File: src/design/ple_ram.sv
`timescale 1ns / 1ps
// ----------------------------------------------------------------------------
// ple_ram: element store
// One write port and one read port, read data registered.
// ----------------------------------------------------------------------------
module ple_ram #(
    parameter int DEPTH = 64,
    parameter int WIDTH = 32
) (
    input  logic                     i_clk,
    input  logic                     i_wr_en,
    input  logic [$clog2(DEPTH)-1:0] i_wr_addr,
    input  logic [WIDTH-1:0]         i_wr_data,
    input  logic                     i_rd_en,
    input  logic [$clog2(DEPTH)-1:0] i_rd_addr,
    output logic [WIDTH-1:0]         o_rd_data
);

    logic [WIDTH-1:0] r_mem [DEPTH];
    logic [WIDTH-1:0] r_rd_data;

    always_ff @(posedge i_clk) begin
        if (i_wr_en) begin
            r_mem[i_wr_addr] <= i_wr_data;
        end
    end

    always_ff @(posedge i_clk) begin
        if (i_rd_en) begin
            r_rd_data <= r_mem[i_rd_addr];
        end
    end

    assign o_rd_data = r_rd_data;

endmodule

File: config.mk
export PLATFORM = sky130hd
export DESIGN_NAME = ple_ram
export DESIGN_NICKNAME = d
export VERILOG_FILES = /design/src/design/ple_ram.sv
export SDC_FILE = /design/constraint.sdc
export NUM_CORES = 2
export LEC_CHECK = 0
export BUFFER_PORTS_ARGS = -buffer_cell sky130_fd_sc_hd__buf_2
export CAP_MARGIN = 10
export CORE_ASPECT_RATIO = 0.75
export CORE_MARGIN = 2
export CORE_UTILIZATION = 55
export CTS_BUF_LIST = sky130_fd_sc_hd__clkbuf_4 sky130_fd_sc_hd__clkbuf_8
export DETAILED_ROUTE_END_ITERATION = 12
export GPL_TIMING_DRIVEN = 1
export PLACE_DENSITY = 0.74
export SYNTH_ARGS = -nofsm -noshare
export SYNTH_HDL_FRONTEND = slang
export SYNTH_SLANG_ARGS = --single-unit
File: constraint.sdc
create_clock -name i_clk -period 3.9 [get_ports i_clk]
set_input_delay 0.78 -clock i_clk [delete_from_list [all_inputs] [get_ports i_clk]]
set_output_delay 0.78 -clock i_clk [all_outputs]
set_load 0.05 [all_outputs]
==> impl_metrics.tcl <==
set metrics [dict create \
    outcome "completed" \
    timing.critical_path.max_delay_family "multiplexers" \
    crit_path_end_kind "register" \
    regArea_mm2 0.06246 \
    critPathArrivalTime_ns 3.48 \
    clk_transition_reported_paths_ns 0.06 \
    grt_pass1_wl_um 281700 \
    die_area_mm2 0.1464 \
    rsz0062_at_grt "false" \
    setup_ws_ns 1.123 \
    wirelength_um 201000 \
    cts_tree "built" \
    drv_slew 0 \
    place_inst 5344 \
    relSlewSlack 0.1670 \
    min_path_type "input port to register" \
    drc 0 \
    yosys-top-cells-area "edfxtp_1 (79%), mux4_2 (16%), mux2i_1 (1.2%)" \
    grt_overflow_total 0 \
    antenna_found_initial 22 \
    syn2layout_area_growth_pct 13.27 \
    cp_slowest_cell "mux4_2" \
    syn_area_mm2 0.07884 \
    grt_use_total 0.2767 \
    dpl_worst_slack_ns 0.1030 \
    fin_area_mm2 0.08929 \
    fin_nets 3810 \
    globalplace.congestion 0.8118 \
    setup_viol 0 \
    cp_max_fo 30 \
    reg2reg_slack_ns 1.64 \
    synth_cells 3324 \
    cts_buffers 306 \
    finalCritPeriodShare 0.7121 \
    critPathRequiredTime_ns 4.60 \
    synth_area_leader_cell "edfxtp_1" \
    cap_violations 0 \
    placementRows 120 \
    fillCellCount 9132 \
    htreeDepth 5 \
    hold_viol 0 \
    stdcell_count 5851 \
    syn_avg_cell_area_um2 23.72 \
    drt_iter0_drc 5884 \
    worst_slew_pin_slew_ns 1.249 \
    ios 79 \
    p_leak_nw 28.03 \
    dieWidth_um 441.2 \
    core_mm2 0.1425 \
    powerDensity_mw_per_mm2 488.1 \
    timing.final.crit_period_ns 2.777 \
    die_y_um 331.9 \
    io_buffers 78 \
    mostFrequentLayoutCell "edfxtp_1" \
    clock-skew-final_ns 0.06467 \
    vias 38990 \
    hold_buffers 0 \
    ir_worst_vdd_uv 389.6 \
    ant_nets 0 \
    clock_sinks 2080 \
    syn_nets 3371 \
    grt_max_degree 65 \
    dp_hpwl_um 112400 \
    cts_setup_buffers 0 \
    dr.pass1.iters 6 \
    synth-seq-cells 2080 \
    fmax_mhz 360.1 \
    critical_path.startpoint_type "input port" \
    postCtsResizedCells 0 \
    first_global_vias 38360 \
    ys_types 33 \
    worstSetupPathType "input port to register" \
    cts-root-buf "clkbuf_8" \
    placed_area_mm2 0.08378 \
    synth_warnings 0 \
    synth_seq_area_share 0.7923 \
    cp_cell_sequence "buf_8 -> buf_12 -> buf_4 -> mux4_2 -> mux4_2 -> o22ai_1 -> nor2_1" \
    clkLatencyLatePin_ns 1.00 \
    worst_path_largest_cell_delay_ns 0.55 \
    drt-wirelength-per-cell_um 34.35 \
    ctsLongestPathBuffers 4 \
    drive_gt1_frac 0.3434 \
    critPathBufInv 3 \
    yosys.area.top_type_share 0.7923 \
    avgViaCountPerCell 6.664 \
    multi_input_area_mm2 0.01598 \
    crit_path_frequent_cell "mux4_2" \
    initial_core_util 0.5533 \
    finalSetupTns_ns 0 \
    layout_common_cells "edfxtp_1 (2080), mux4_2 (544), clkbuf_8 (315)" \
]
## per-layer routing
layer / vias to the layer above / global-route usage / part of all wire
met3: 396 / 0.09172 / 0.14
met2: 3062 / 0.3889 / 0.44
met4: 22 / 0.1001 / 0.033
met5: - / 0.01218 / 0.0018
li1: 15170 / - / -
met1: 20340 / 0.4080 / 0.38
## synthesized netlist by cell type (all sizes together)
library cell and number:
a21oi 62, a22oi 12, a311oi 8, a31oi 1, a41o 4, and2 2
and3 4, buf 108, clkbuf 74, edfxtp 2080, mux2i 93, mux4 544
nand2 26, nand2b 8, nand3 5, nand3b 5, nand4 2, nand4b 1
nor2 137, nor2b 15, nor3 7, o221ai 27, o22ai 84, o32ai 4
or2 3, or3 3, or3b 5
## cell families after synthesis
| group | Yosys count | share of synthesized area |
|---|---|---|
| compound gates | 202 | 0.01666 |
| buf+inv | 182 | 0.01124 |
| flops | 2080 | 0.7923 |
| mux | 637 | 0.1672 |
| simple gates | 223 | 0.01260 |
## flip-flops by register name (all words and copies together) (netlist names)
signal and cells:
o_rd_data 32, r_mem 2048
## power breakdown
part / leakage (nW) / internal [mW] / switching (mW) / total, mW
Clock: 2.89 / 8.40 / 7.88 / 16.3
Combinational: 6.41 / 0.904 / 1.51 / 2.42
Sequential: 18.7 / 24.8 / 0.0852 / 24.9
Total: 28.0 / 34.1 / 9.48 / 43.6
## final timing paths
kind	from	to	cells after the start
worst max-delay path	i_rd_addr[0]	o_rd_data[13]	7
worst min-delay path	i_wr_data[11]	r_mem[1][11]	1
worst max register to register	r_mem[15][13]	o_rd_data[13]	4
worst min register to register	r_mem[12][17]	o_rd_data[17]	5
## layout make-up
| class | count | area share |
|---|---|---|
| sequential | 2080 | 0.6995 |
| multi-input combinational | 1062 | 0.1790 |
| clock buffer | 403 | 0.05595 |
| timing repair buffer | 313 | 0.03374 |
| tap | 1891 | 0.02650 |
| clock inverter | 96 | 0.005198 |
| antenna | 6 | 0.0001681 |
## through the flow
step,hold WS (ns),power (mW),util
finish,0.3298,43.59,0.6267
detailed placement,0.9390,27.77,0.5880
global placement,0.9366,27.71,0.5880
CTS,0.4413,43.77,0.6263
global route,0.3396,44.83,0.6266
floorplan,0.7502,26.63,-
(Power assumes the default switching activity.)
